**src/rtl/ldf_pkg.sv**
```systemverilog
// Shared types, constants and a helper function for the luma deblocking edge filter.
package ldf_pkg;

  // Default sample width and the fixed widths of the side-information fields.
  localparam int unsigned SAMPLE_BITS_DEF = 10;
  localparam int unsigned TC_W            = 10;
  localparam int unsigned THR_W           = 12;
  localparam int unsigned MASK_W          = 2;

  // Width of the signed arithmetic inside the filters. It covers the largest
  // intermediate value (the weighted weak-filter sum) for samples up to 10 bits.
  localparam int unsigned CALC_W = 16;

  // Number of samples on the input line and on the filtered result.
  localparam int unsigned NUM_IN  = 8;
  localparam int unsigned NUM_OUT = 6;

  // Positions of the samples in the input line.
  localparam int unsigned IDX_P3 = 0;
  localparam int unsigned IDX_P2 = 1;
  localparam int unsigned IDX_P1 = 2;
  localparam int unsigned IDX_P0 = 3;
  localparam int unsigned IDX_Q0 = 4;
  localparam int unsigned IDX_Q1 = 5;
  localparam int unsigned IDX_Q2 = 6;
  localparam int unsigned IDX_Q3 = 7;

  // Positions of the samples in the filtered result.
  localparam int unsigned OUT_P2 = 0;
  localparam int unsigned OUT_P1 = 1;
  localparam int unsigned OUT_P0 = 2;
  localparam int unsigned OUT_Q0 = 3;
  localparam int unsigned OUT_Q1 = 4;
  localparam int unsigned OUT_Q2 = 5;

  // Bits of the second-sample mask.
  localparam int unsigned MASK_P1 = 0;
  localparam int unsigned MASK_Q1 = 1;

  // Rounding offsets.
  localparam logic signed [CALC_W-1:0] RND1 = CALC_W'(1);
  localparam logic signed [CALC_W-1:0] RND2 = CALC_W'(2);
  localparam logic signed [CALC_W-1:0] RND4 = CALC_W'(4);
  localparam logic signed [CALC_W-1:0] RND8 = CALC_W'(8);

  typedef enum logic {
    OP_WEAK   = 1'b0,
    OP_STRONG = 1'b1
  } op_e;

  // Weak-filter side information carried along with a line.
  typedef struct packed {
    logic [THR_W-1:0]  thr_cut;
    logic [MASK_W-1:0] second_mask;
  } weak_ctrl_t;

  // Clamp x into the range lo..hi (lo is applied last, as in the standard).
  function automatic logic signed [CALC_W-1:0] clip3(
    input logic signed [CALC_W-1:0] lo,
    input logic signed [CALC_W-1:0] hi,
    input logic signed [CALC_W-1:0] x
  );
    logic signed [CALC_W-1:0] r;
    r = x;
    if (r > hi) r = hi;
    if (r < lo) r = lo;
    return r;
  endfunction

endpackage

```
**src/rtl/ldf_strong.sv**
```systemverilog
// Strong luma filter: rounded 4- and 5-tap averages clipped around the old samples.
module ldf_strong
  import ldf_pkg::*;
#(
  parameter int unsigned SAMPLE_BITS = SAMPLE_BITS_DEF
) (
  input  logic [SAMPLE_BITS-1:0] smp_i [NUM_IN],
  input  logic [TC_W-1:0]        tc_i,
  output logic [SAMPLE_BITS-1:0] res_o [NUM_OUT]
);

  always_comb begin
    logic signed [CALC_W-1:0] p3, p2, p1, p0, q0, q1, q2, q3, tc, tc2, tc3;
    logic signed [CALC_W-1:0] sp, sq, a_p2, a_p1, a_p0, a_q0, a_q1, a_q2;
    logic signed [CALC_W-1:0] r_p2, r_p1, r_p0, r_q0, r_q1, r_q2;
    p3  = $signed(CALC_W'(smp_i[IDX_P3]));
    p2  = $signed(CALC_W'(smp_i[IDX_P2]));
    p1  = $signed(CALC_W'(smp_i[IDX_P1]));
    p0  = $signed(CALC_W'(smp_i[IDX_P0]));
    q0  = $signed(CALC_W'(smp_i[IDX_Q0]));
    q1  = $signed(CALC_W'(smp_i[IDX_Q1]));
    q2  = $signed(CALC_W'(smp_i[IDX_Q2]));
    q3  = $signed(CALC_W'(smp_i[IDX_Q3]));
    tc  = $signed(CALC_W'(tc_i));
    tc2 = tc <<< 1;
    tc3 = tc2 + tc;

    sp = p2 + p1 + p0 + q0;
    sq = q2 + q1 + q0 + p0;

    a_p2 = (sp + ((p3 + p2) <<< 1) + RND4) >>> 3;
    a_p1 = (sp + RND2) >>> 2;
    a_p0 = ((sp <<< 1) + q1 - p2 + RND4) >>> 3;
    a_q0 = ((sq <<< 1) + p1 - q2 + RND4) >>> 3;
    a_q1 = (sq + RND2) >>> 2;
    a_q2 = (sq + ((q3 + q2) <<< 1) + RND4) >>> 3;

    // The clip windows all contain the old sample, so results stay in range.
    r_p2 = clip3(p2 - tc,  p2 + tc,  a_p2);
    r_p1 = clip3(p1 - tc2, p1 + tc2, a_p1);
    r_p0 = clip3(p0 - tc3, p0 + tc3, a_p0);
    r_q0 = clip3(q0 - tc3, q0 + tc3, a_q0);
    r_q1 = clip3(q1 - tc2, q1 + tc2, a_q1);
    r_q2 = clip3(q2 - tc,  q2 + tc,  a_q2);

    res_o[OUT_P2] = r_p2[SAMPLE_BITS-1:0];
    res_o[OUT_P1] = r_p1[SAMPLE_BITS-1:0];
    res_o[OUT_P0] = r_p0[SAMPLE_BITS-1:0];
    res_o[OUT_Q0] = r_q0[SAMPLE_BITS-1:0];
    res_o[OUT_Q1] = r_q1[SAMPLE_BITS-1:0];
    res_o[OUT_Q2] = r_q2[SAMPLE_BITS-1:0];
  end

endmodule

```
**src/rtl/ldf_weak.sv**
```systemverilog
// Weak luma filter: thresholded delta correction of p0/q0 and optionally p1/q1.
module ldf_weak
  import ldf_pkg::*;
#(
  parameter int unsigned SAMPLE_BITS = SAMPLE_BITS_DEF
) (
  input  logic [SAMPLE_BITS-1:0] smp_i [NUM_IN],
  input  logic [TC_W-1:0]        tc_i,
  input  weak_ctrl_t             ctrl_i,
  input  logic [SAMPLE_BITS-1:0] sample_max_i,
  output logic [SAMPLE_BITS-1:0] res_o [NUM_OUT]
);

  always_comb begin
    logic signed [CALC_W-1:0] p2, p1, p0, q0, q1, q2, tc, half, thr, smax;
    logic signed [CALC_W-1:0] d0, d1, delta, mag, dc, dp, dq;
    logic signed [CALC_W-1:0] r_p1, r_p0, r_q0, r_q1;
    p2   = $signed(CALC_W'(smp_i[IDX_P2]));
    p1   = $signed(CALC_W'(smp_i[IDX_P1]));
    p0   = $signed(CALC_W'(smp_i[IDX_P0]));
    q0   = $signed(CALC_W'(smp_i[IDX_Q0]));
    q1   = $signed(CALC_W'(smp_i[IDX_Q1]));
    q2   = $signed(CALC_W'(smp_i[IDX_Q2]));
    tc   = $signed(CALC_W'(tc_i));
    half = tc >>> 1;
    thr  = $signed(CALC_W'(ctrl_i.thr_cut));
    smax = $signed(CALC_W'(sample_max_i));

    // delta = (9*(q0-p0) - 3*(q1-p1) + 8) >> 4, floor division.
    d0    = q0 - p0;
    d1    = q1 - p1;
    delta = ((d0 <<< 3) + d0 - ((d1 <<< 1) + d1) + RND8) >>> 4;
    mag   = (delta < 0) ? -delta : delta;
    dc    = clip3(-tc, tc, delta);

    dp = (((p2 + p0 + RND1) >>> 1) - p1 + dc) >>> 1;
    dq = (((q2 + q0 + RND1) >>> 1) - q1 - dc) >>> 1;

    r_p0 = clip3('0, smax, p0 + dc);
    r_q0 = clip3('0, smax, q0 - dc);
    r_p1 = clip3('0, smax, p1 + clip3(-half, half, dp));
    r_q1 = clip3('0, smax, q1 + clip3(-half, half, dq));

    // Unfiltered samples pass through by default.
    res_o[OUT_P2] = smp_i[IDX_P2];
    res_o[OUT_P1] = smp_i[IDX_P1];
    res_o[OUT_P0] = smp_i[IDX_P0];
    res_o[OUT_Q0] = smp_i[IDX_Q0];
    res_o[OUT_Q1] = smp_i[IDX_Q1];
    res_o[OUT_Q2] = smp_i[IDX_Q2];
    if (mag < thr) begin
      res_o[OUT_P0] = r_p0[SAMPLE_BITS-1:0];
      res_o[OUT_Q0] = r_q0[SAMPLE_BITS-1:0];
      if (ctrl_i.second_mask[MASK_P1]) begin
        res_o[OUT_P1] = r_p1[SAMPLE_BITS-1:0];
      end
      if (ctrl_i.second_mask[MASK_Q1]) begin
        res_o[OUT_Q1] = r_q1[SAMPLE_BITS-1:0];
      end
    end
  end

endmodule

```
**src/rtl/luma_deblocking_edge_filter.sv**
```systemverilog
// Top level of the luma deblocking edge filter: input stage, filters, result register.
//
// Usage: a request carries one line of eight samples across a block edge
// (p3..p0 | q0..q3) with tc, the weak-filter threshold, the weak/strong
// selector and the second-sample mask. It is taken at a rising clock edge at
// which start_i is high and busy_o is low. busy_o is held low: the block
// accepts a new line in every cycle.
// The six filtered samples p2..q2 appear on the result ports, done_o high
// for exactly one cycle, after the line has passed the input stage register
// and the result register. The receiver cannot stall the block; results
// must be consumed when flagged.
// Throughput is one line per cycle; the filter is a single combinational pass
// between the input stage register and the result register, and that pass
// (the weighted delta sum and its clips) sets the clock period.
// The configuration channel (cfg_valid_i / cfg_ready_o) writes sample_max,
// the upper clip bound of weak-filter results. It is always ready and must
// only be written while no request is in flight.
// Reset (rst_ni low, asynchronous) empties the pipeline, drops done_o and
// sets sample_max to the largest value of a SAMPLE_BITS-wide sample.
module luma_deblocking_edge_filter
  import ldf_pkg::*;
#(
  parameter int unsigned SAMPLE_BITS = SAMPLE_BITS_DEF
) (
  input  logic                   clk_i,
  input  logic                   rst_ni,
  // Configuration write channel
  input  logic                   cfg_valid_i,
  output logic                   cfg_ready_o,
  input  logic [SAMPLE_BITS-1:0] cfg_sample_max_i,
  // Request
  input  logic                   start_i,
  output logic                   busy_o,
  input  logic                   operation_i,
  input  logic [SAMPLE_BITS-1:0] p3_i,
  input  logic [SAMPLE_BITS-1:0] p2_i,
  input  logic [SAMPLE_BITS-1:0] p1_i,
  input  logic [SAMPLE_BITS-1:0] p0_i,
  input  logic [SAMPLE_BITS-1:0] q0_i,
  input  logic [SAMPLE_BITS-1:0] q1_i,
  input  logic [SAMPLE_BITS-1:0] q2_i,
  input  logic [SAMPLE_BITS-1:0] q3_i,
  input  logic [TC_W-1:0]        clip_tc_i,
  input  logic [THR_W-1:0]       thr_cut_i,
  input  logic [MASK_W-1:0]      second_mask_i,
  // Result
  output logic                   done_o,
  output logic [SAMPLE_BITS-1:0] p2_out_o,
  output logic [SAMPLE_BITS-1:0] p1_out_o,
  output logic [SAMPLE_BITS-1:0] p0_out_o,
  output logic [SAMPLE_BITS-1:0] q0_out_o,
  output logic [SAMPLE_BITS-1:0] q1_out_o,
  output logic [SAMPLE_BITS-1:0] q2_out_o
);

  logic                   req_accept;

  // Configuration register.
  logic [SAMPLE_BITS-1:0] sample_max_q;

  // Input stage register.
  logic                   stg_vld_q;
  op_e                    stg_op_q;
  logic [SAMPLE_BITS-1:0] stg_smp_q [NUM_IN];
  logic [TC_W-1:0]        stg_tc_q;
  weak_ctrl_t             stg_ctrl_q;

  // Filter outputs and result register.
  logic [SAMPLE_BITS-1:0] strong_res [NUM_OUT];
  logic [SAMPLE_BITS-1:0] weak_res   [NUM_OUT];
  logic [SAMPLE_BITS-1:0] res_d      [NUM_OUT];
  logic [SAMPLE_BITS-1:0] res_q      [NUM_OUT];
  logic                   done_q;

  // No internal back-pressure: every cycle can take a request and a write.
  assign busy_o      = 1'b0;
  assign cfg_ready_o = 1'b1;
  assign req_accept  = start_i && !busy_o;

  always_ff @(posedge clk_i or negedge rst_ni) begin
    if (!rst_ni) begin
      sample_max_q <= '1;
    end else if (cfg_valid_i && cfg_ready_o) begin
      sample_max_q <= cfg_sample_max_i;
    end
  end

  // Stage valid and result strobe are control state and get reset.
  always_ff @(posedge clk_i or negedge rst_ni) begin
    if (!rst_ni) begin
      stg_vld_q <= 1'b0;
      done_q    <= 1'b0;
    end else begin
      stg_vld_q <= req_accept;
      done_q    <= stg_vld_q;
    end
  end

  // Payload registers load only when there is something to carry.
  always_ff @(posedge clk_i) begin
    if (req_accept) begin
      stg_op_q               <= op_e'(operation_i);
      stg_smp_q[IDX_P3]      <= p3_i;
      stg_smp_q[IDX_P2]      <= p2_i;
      stg_smp_q[IDX_P1]      <= p1_i;
      stg_smp_q[IDX_P0]      <= p0_i;
      stg_smp_q[IDX_Q0]      <= q0_i;
      stg_smp_q[IDX_Q1]      <= q1_i;
      stg_smp_q[IDX_Q2]      <= q2_i;
      stg_smp_q[IDX_Q3]      <= q3_i;
      stg_tc_q               <= clip_tc_i;
      stg_ctrl_q.thr_cut     <= thr_cut_i;
      stg_ctrl_q.second_mask <= second_mask_i;
    end
    if (stg_vld_q) begin
      res_q <= res_d;
    end
  end

  ldf_strong #(
    .SAMPLE_BITS (SAMPLE_BITS)
  ) u_strong (
    .smp_i (stg_smp_q),
    .tc_i  (stg_tc_q),
    .res_o (strong_res)
  );

  ldf_weak #(
    .SAMPLE_BITS (SAMPLE_BITS)
  ) u_weak (
    .smp_i        (stg_smp_q),
    .tc_i         (stg_tc_q),
    .ctrl_i       (stg_ctrl_q),
    .sample_max_i (sample_max_q),
    .res_o        (weak_res)
  );

  // Both filters run on every line; the selector picks which result is kept.
  always_comb begin
    case (stg_op_q)
      OP_STRONG: res_d = strong_res;
      OP_WEAK:   res_d = weak_res;
      default:   res_d = weak_res;
    endcase
  end

  assign done_o   = done_q;
  assign p2_out_o = res_q[OUT_P2];
  assign p1_out_o = res_q[OUT_P1];
  assign p0_out_o = res_q[OUT_P0];
  assign q0_out_o = res_q[OUT_Q0];
  assign q1_out_o = res_q[OUT_Q1];
  assign q2_out_o = res_q[OUT_Q2];

  // Every taken request yields a result after the input stage and result registers.
  a_req_to_done: assert property (@(posedge clk_i) disable iff (!rst_ni)
    req_accept |=> ##1 done_o)
    else $error("request did not produce a result two cycles later");

  // A result is only flagged when the input stage held a line.
  a_done_has_source: assert property (@(posedge clk_i) disable iff (!rst_ni)
    done_o |-> $past(stg_vld_q))
    else $error("result flagged without a line in the input stage");

  // The weak filter never touches the outer samples p2 and q2.
  a_weak_keeps_outer: assert property (@(posedge clk_i) disable iff (!rst_ni)
    (stg_vld_q && stg_op_q == OP_WEAK) |=>
      (p2_out_o == $past(stg_smp_q[IDX_P2]) && q2_out_o == $past(stg_smp_q[IDX_Q2])))
    else $error("weak filter changed p2 or q2");

endmodule

```
**config.mk**
```make
export PLATFORM = sky130hd
export DESIGN_NAME = luma_deblocking_edge_filter
export DESIGN_NICKNAME = d
export VERILOG_FILES = /design/src/rtl/ldf_pkg.sv /design/src/rtl/ldf_strong.sv /design/src/rtl/ldf_weak.sv /design/src/rtl/luma_deblocking_edge_filter.sv
export SDC_FILE = /design/constraint.sdc
export NUM_CORES = 1
export LEC_CHECK = 0
export ABC_AREA = 1
export BUFFER_PORTS_ARGS = -buffer_cell sky130_fd_sc_hd__buf_2
export CAP_MARGIN = 0
export CORE_MARGIN = 5
export CORE_UTILIZATION = 49
export CTS_BUF_LIST = sky130_fd_sc_hd__clkbuf_2 sky130_fd_sc_hd__clkbuf_4 sky130_fd_sc_hd__clkbuf_8
export DETAILED_ROUTE_END_ITERATION = 7
export PLACE_DENSITY = 0.68
export SYNTH_ARGS = -nofsm -noshare
export SYNTH_HDL_FRONTEND = slang
export SYNTH_SLANG_ARGS = --single-unit
```
**constraint.sdc**
```tcl
create_clock -name clk_i -period 30.6 [get_ports clk_i]
set_clock_uncertainty 0.05 [all_clocks]
set_input_delay 1.53 -clock clk_i [delete_from_list [all_inputs] [get_ports clk_i]]
set_output_delay 1.53 -clock clk_i [all_outputs]
set_load 0.1 [all_outputs]
```
Word-level counts from Yosys, hierarchy flattened
Cells that the tools add are included.

storage, ports and cells
  flip-flop bits (word level) = 177
  bits of input ports = 119
  output and inout port bits = 63
  word-level logic and storage cells = 135

cells by class
  add/sub/neg operators = 54
  magnitude comparators = 28
  multiplexer cells = 31
  bitwise operators = 1

operator list
  kind                                                          number
  two-way mux 16 bit                                            17
  two-way mux 10 bit                                            12
  one-hot mux 60 bit (2 select lines)                           1
  adder 16 x 11 -> 16 bit                                       6
  adder 10 x 10 -> 11 bit                                       8
  adder 11 x 16 -> 16 bit                                       5
  adder 16 bit                                                  5
  less-than comparator 16 bit                                   5
  adder 16 x 4 -> 16 bit (second input constant)                4
  greater-than comparator 16 x 11 -> 1 bit                      4
  less-than comparator 16 x 1 -> 1 bit (second input constant)  4
  subtractor 10 x 10 -> 11 bit                                  4
  two-way mux 40 bit                                            1
  adder 16 x 3 -> 16 bit (second input constant)                2
  greater-than comparator 13 x 16 -> 1 bit                      2
  less-than comparator 16 x 11 -> 1 bit                         2
  less-than comparator 16 x 12 -> 1 bit                         2
  subtractor 15 x 11 -> 16 bit                                  2
  subtractor 16 x 11 -> 16 bit                                  2
  subtractor 16 bit                                             2
  greater-than comparator 15 x 10 -> 1 bit                      2
  greater-than comparator 14 x 13 -> 1 bit                      2
  greater-than comparator 13 x 12 -> 1 bit                      2
  subtractor 10 x 12 -> 13 bit                                  2
  13 further kinds                                              16

Logic depth before layout (Yosys ltp)
  depth in word-level cells = 21
  gate-level depth with buffers = 121
  gate-level depth less buffers = 116

By module
A second synthesis with hierarchy kept.

second synthesis, totals
  cells, all modules = 4627
  area total of the unflattened synthesis = 34424.3 um2

modules (own cells, without submodules)
  module                       times used  cells an instance  area each (um2)  seq. area each (um2)
  ldf_strong                   1           2269               15866.5          0.0
  ldf_weak                     1           1951               12318.1          0.0
  luma_deblocking_edge_filter  1           407                6239.7           5267.6

Worst setup path after synthesis
OpenSTA, ideal clock, no wires.

  path kind = reg-to-reg
  start = register stg_smp_q[52] (netlist bit)
  end = register res_q (netlist bit q1_out_o[6]), data pin
  library setup time = 0.257 ns
  arrival = 15.463 ns
  data required time = 30.293 ns
  setup slack = 14.830 ns
  cell stages (with the launch flop) = 114
  path buffers = 7
  clock period less this slack = 15.770 ns
  cells stage by stage = edfxtp_1 -> inv_1 -> ha_1 -> a21oi_1 -> o31ai_1 -> a21o_1 -> a21oi_1 -> o21ai_0 -> a21oi_1 -> inv_1 -> a21oi_1 -> nor2_1 -> nor2_1 -> xor2_1 -> fa_1 -> inv_1 -> fa_1 -> inv_1 -> [78 not listed] -> a21oi_1 -> o21ai_0 -> nand2_1 -> inv_1 -> nor2_1 -> ha_1 -> nand2_1 -> nor4b_1 -> o32ai_1 -> nand2_1 -> nor2_2 -> nand2_2 -> buf_6 -> nand3_1 -> nand3_1 -> nand2_1 -> nand2_1 -> nand2_1

RTL lines
  element                            RTL line                            RTL
  from (decl)                        luma_deblocking_edge_filter.sv:64   logic [SAMPLE_BITS-1:0] stg_smp_q [NUM_IN];
  from (signal, indexed assignment)  luma_deblocking_edge_filter.sv:103  stg_smp_q[IDX_P3] <= p3_i;
  from (signal, indexed assignment)  luma_deblocking_edge_filter.sv:104  stg_smp_q[IDX_P2] <= p2_i;
  from (signal, indexed assignment)  luma_deblocking_edge_filter.sv:105  stg_smp_q[IDX_P1] <= p1_i;
  to (signal assigned)               luma_deblocking_edge_filter.sv:116  res_q <= res_d;
  to (decl)                          luma_deblocking_edge_filter.sv:72   logic [SAMPLE_BITS-1:0] res_q [NUM_OUT];

==> results.txt <==
----------------------------------------------------
[Outcome]
  Result of the run ... finished, final reports clean

[Global route]
  Global route total overflow ... 0
  GRT Total Usage ... 0.3117
  Vias in the first global route ... 27,780
  Largest net degree at the start of global routing ... 63
  Initial antenna violation count ... 2
  Wire length of the first global-routing pass ... 167,800 um

[Synthesis]
  Netlist Area Pre-Place ... 32,400 um^2
  Number of cells produced by synthesis ... 4,211
  Area share of the largest cell type after synthesis ... 0.2653
  Ys async rst share ... 0.06780
  Sequential area share after synthesis ... 0.1626
  Cell types occupying the most area after synthesis ... ha_1 27%, edfxtp_1 15%, inv_1 8.3%, nand2_1 7.9%, xor2_1 7.2%
  Cell with the most instances after synthesis ... inv_1
  Dominant cell type by area after synthesis ... ha_1
  Number of flops mapped to enable cells by yosys ... 165
  Number of register bits inferred by synthesis ... 177
  Post-Synthesis Mean Instance Area ... 7.695 um^2
  Total of warnings raised by yosys ... 0
  Yosys cell types ... 64
  Ys flop type ... edfxtp_1
  List of most frequent post-synthesis cells ... 720 x inv_1, 687 x ha_1, 685 x nand2_1

[Critical path]
  Critical Setup Path Class ... reg2reg
  Capturing point of the worst reg2reg path ... p1_out_o[8]
  Worst-path cell with the longest stage delay ... o21ai_0
  Critical Path AT ... 18,440 ps
  Crit path required time ... 30,890 ps
  CP dominant cell by count ... nand2_1
  Path depth of the worst reg2reg path ... 98
  Reg-to-reg slack, setup ... 12,450 ps
  Critical Path Start Type ... flip-flop
  Critical path destination ... p1_out_o[8]
  Crit end category ... flip-flop
  Launch instance of the worst register-to-register path ... stg_smp_q[20]
  Start point of the critical path ... stg_smp_q[20]
  Largest fanout on the critical path ... 23
  Worst path max stage delay ... 780 ps

[Clock tree]
  Post-CTS setup repair buffer count ... 0
  Clock buffers created by TritonCTS ... 17
  Worst-Skew Late Latency ... 620 ps
  Root buffer cell ... clkbuf_8
  Maximum buffer depth of the clock tree ... 2
  H-Tree Depth ... 4
  Post-CTS Hold Buffers ... 0
  Clock transition at the registers of the reported paths ... 110 ps
  Clock net sink count ... 177
  Total of cells resized after clock tree synthesis ... 0
  Clock tree from TritonCTS ... yes

[Die]
  Num rows ... 94
  Y dimension of the die ... 267.2 um
  Initial Util ... 0.4938
  Count of pins on the block boundary ... 182
  Overall die width ... 267.2 um
  Area enclosed by the die boundary ... 71,370 um^2
  Floorplan core area ... 65,630 um^2

[Cells and area]
  End-of-flow core utilization ... 0.5334
  Registers with the most flip-flops ... stg_smp_q (80), stg_ctrl_q (14)
  Fraction of final layout cells sized beyond drive strength 1 ... 0.07835
  Flip-flop count of the largest register, all copies and words added ... 80
  Final standard cell count with taps included and fillers excluded ... 5,294
  Post-synthesis to final-layout area growth ... 8.035%
  Most flops, register ... stg_smp_q
  Reg area ... 5269 um^2
  Number of nets in the layout ... 5,330
  Area of the multi-input gates ... 24,160 um^2
  Filler cell count in the final layout ... 6,410

[Drt]
  Wire per inst ... 21.39 um
  Detailed Route Iter0 Violations ... 2,854
  Routed vias/inst ... 5.627
  Detailed-router iteration count before antenna repair ... 8
  Vias after detailed routing ... 29,790
  Number of nets with antenna violations after detailed routing ... 0
  Detailed-route DRC error count ... 0
  Wire length reported by the detailed router ... 113,200 um

[Placed design]
  Placed cell count ... 5,261
  Placer Congestion ... 1.019
  Post-detailed-placement half-perimeter wirelength ... 92,240 um
  Pre-CTS setup slack ... 12,780 ps
  I/O Buffers ... 179

[Worst hold path]
  Worst hold path cell count ... 3
  Worst min-delay path class ... reg2reg

[Timing]
  Final hold viol count ... 0
  Endpoints failing setup ... 0
  RSZ-0062 raised after global routing ... no
  Accumulated negative setup slack ... 0 ps
  Fin crit share ... 0.5931
  Max-slew violation count ... 0
  Max Clock Freq ... 55.10 MHz
  Pin slew with the least headroom to its limit ... 1205 ps
  Final setup margin ... 12,450 ps
  Fin crit period ... 18,150 ps
  Slew headroom ... 0.1907

[Flow run]
  Count of maximum capacitance violations ... 0

----------------------------------------------------
[cell usage in the layout, fill, tap and decap left out, types with 8 or more instances in the layout]
master,n
a211oi_1,14
a21o_1,27
a21oi_1,446
and2_1,8
buf_2,178
buf_4,65
clkbuf_8,17
dfstp_2,10
edfxtp_1,165
fa_1,108
ha_1,687
inv_1,720
nand2_1,685
nand2_2,18
nand2_4,10
nand3_1,109
nand4_1,23
nor2_1,193
nor3_1,20
o211ai_1,59
o21ai_0,281
o21ai_1,11
o21bai_1,99
o31ai_1,24
or2_2,14
xnor2_1,53
xor2_1,267
[cells by family after synthesis]
kind of cell / synth area share
and+or+nand+nor: 0.1454
AOI/OAI and AO/OA: 0.1800
adders and majority gates: 0.3320
DFF: 0.1626
buffers and inverters: 0.09197
xor gates and xnor gates: 0.08784
other: 0.0002318
[per-stage QoR]
stage	instance area, um^2	hold slack [ps]
6_report	35010	677.5
5_1_grt	35010	696.8
3_3_place_gp	34630	634.6
4_1_cts	35010	672.8
3_5_place_dp	34630	654.0
2_1_floorplan	32410	494.4
[routing by layer]
layer / vias to the layer above / part of all wire / wire, um / track usage
met5: - / 0 / 0 / 0
met4: 0 / 0.043 / 4824 / 0.1145
met3: 196 / 0.098 / 11120 / 0.05769
met2: 1255 / 0.42 / 47860 / 0.4801
met1: 13780 / 0.44 / 49420 / 0.4380
li1: 14560 / - / - / -
[cell type report]
cell class | count | share of cell area
inverter | 729 | 0.07823
timing repair buffer | 243 | 0.03939
clock buffer | 17 | 0.006683
sequential | 177 | 0.1505
multi-input combinational | 3248 | 0.6902
tap | 864 | 0.03088
clock inverter | 15 | 0.004003
antenna | 1 | 0.00007148
[worst max-delay path, delay by kind of cell, from the launching register on]
family / cells / cell delay, ps
adder cells (fa/ha/maj): 14 / 4890
AO/OA/AOI/OAI: 28 / 4830
flip-flops: 1 / 660
XOR/XNOR: 4 / 1060
AND/OR/NAND/NOR: 41 / 4830
buffers and inverters: 11 / 1560
[how the worst min path moves through the flow]
stage | start | slack (ps) | endpoint
final | sample_max_q[8] | 680 | sample_max_q[8]
after global routing | sample_max_q[6] | 700 | sample_max_q[6]
after CTS | sample_max_q[3] | 670 | sample_max_q[3]
after detailed placement | sample_max_q[3] | 650 | sample_max_q[3]
after global placement | sample_max_q[3] | 630 | sample_max_q[3]
after floorplan | sample_max_q[0] | 490 | sample_max_q[0]
Power is left out: the tool's default activity adds up to more than one toggle a clock period on the data nets, which glitch-free logic cannot reach.
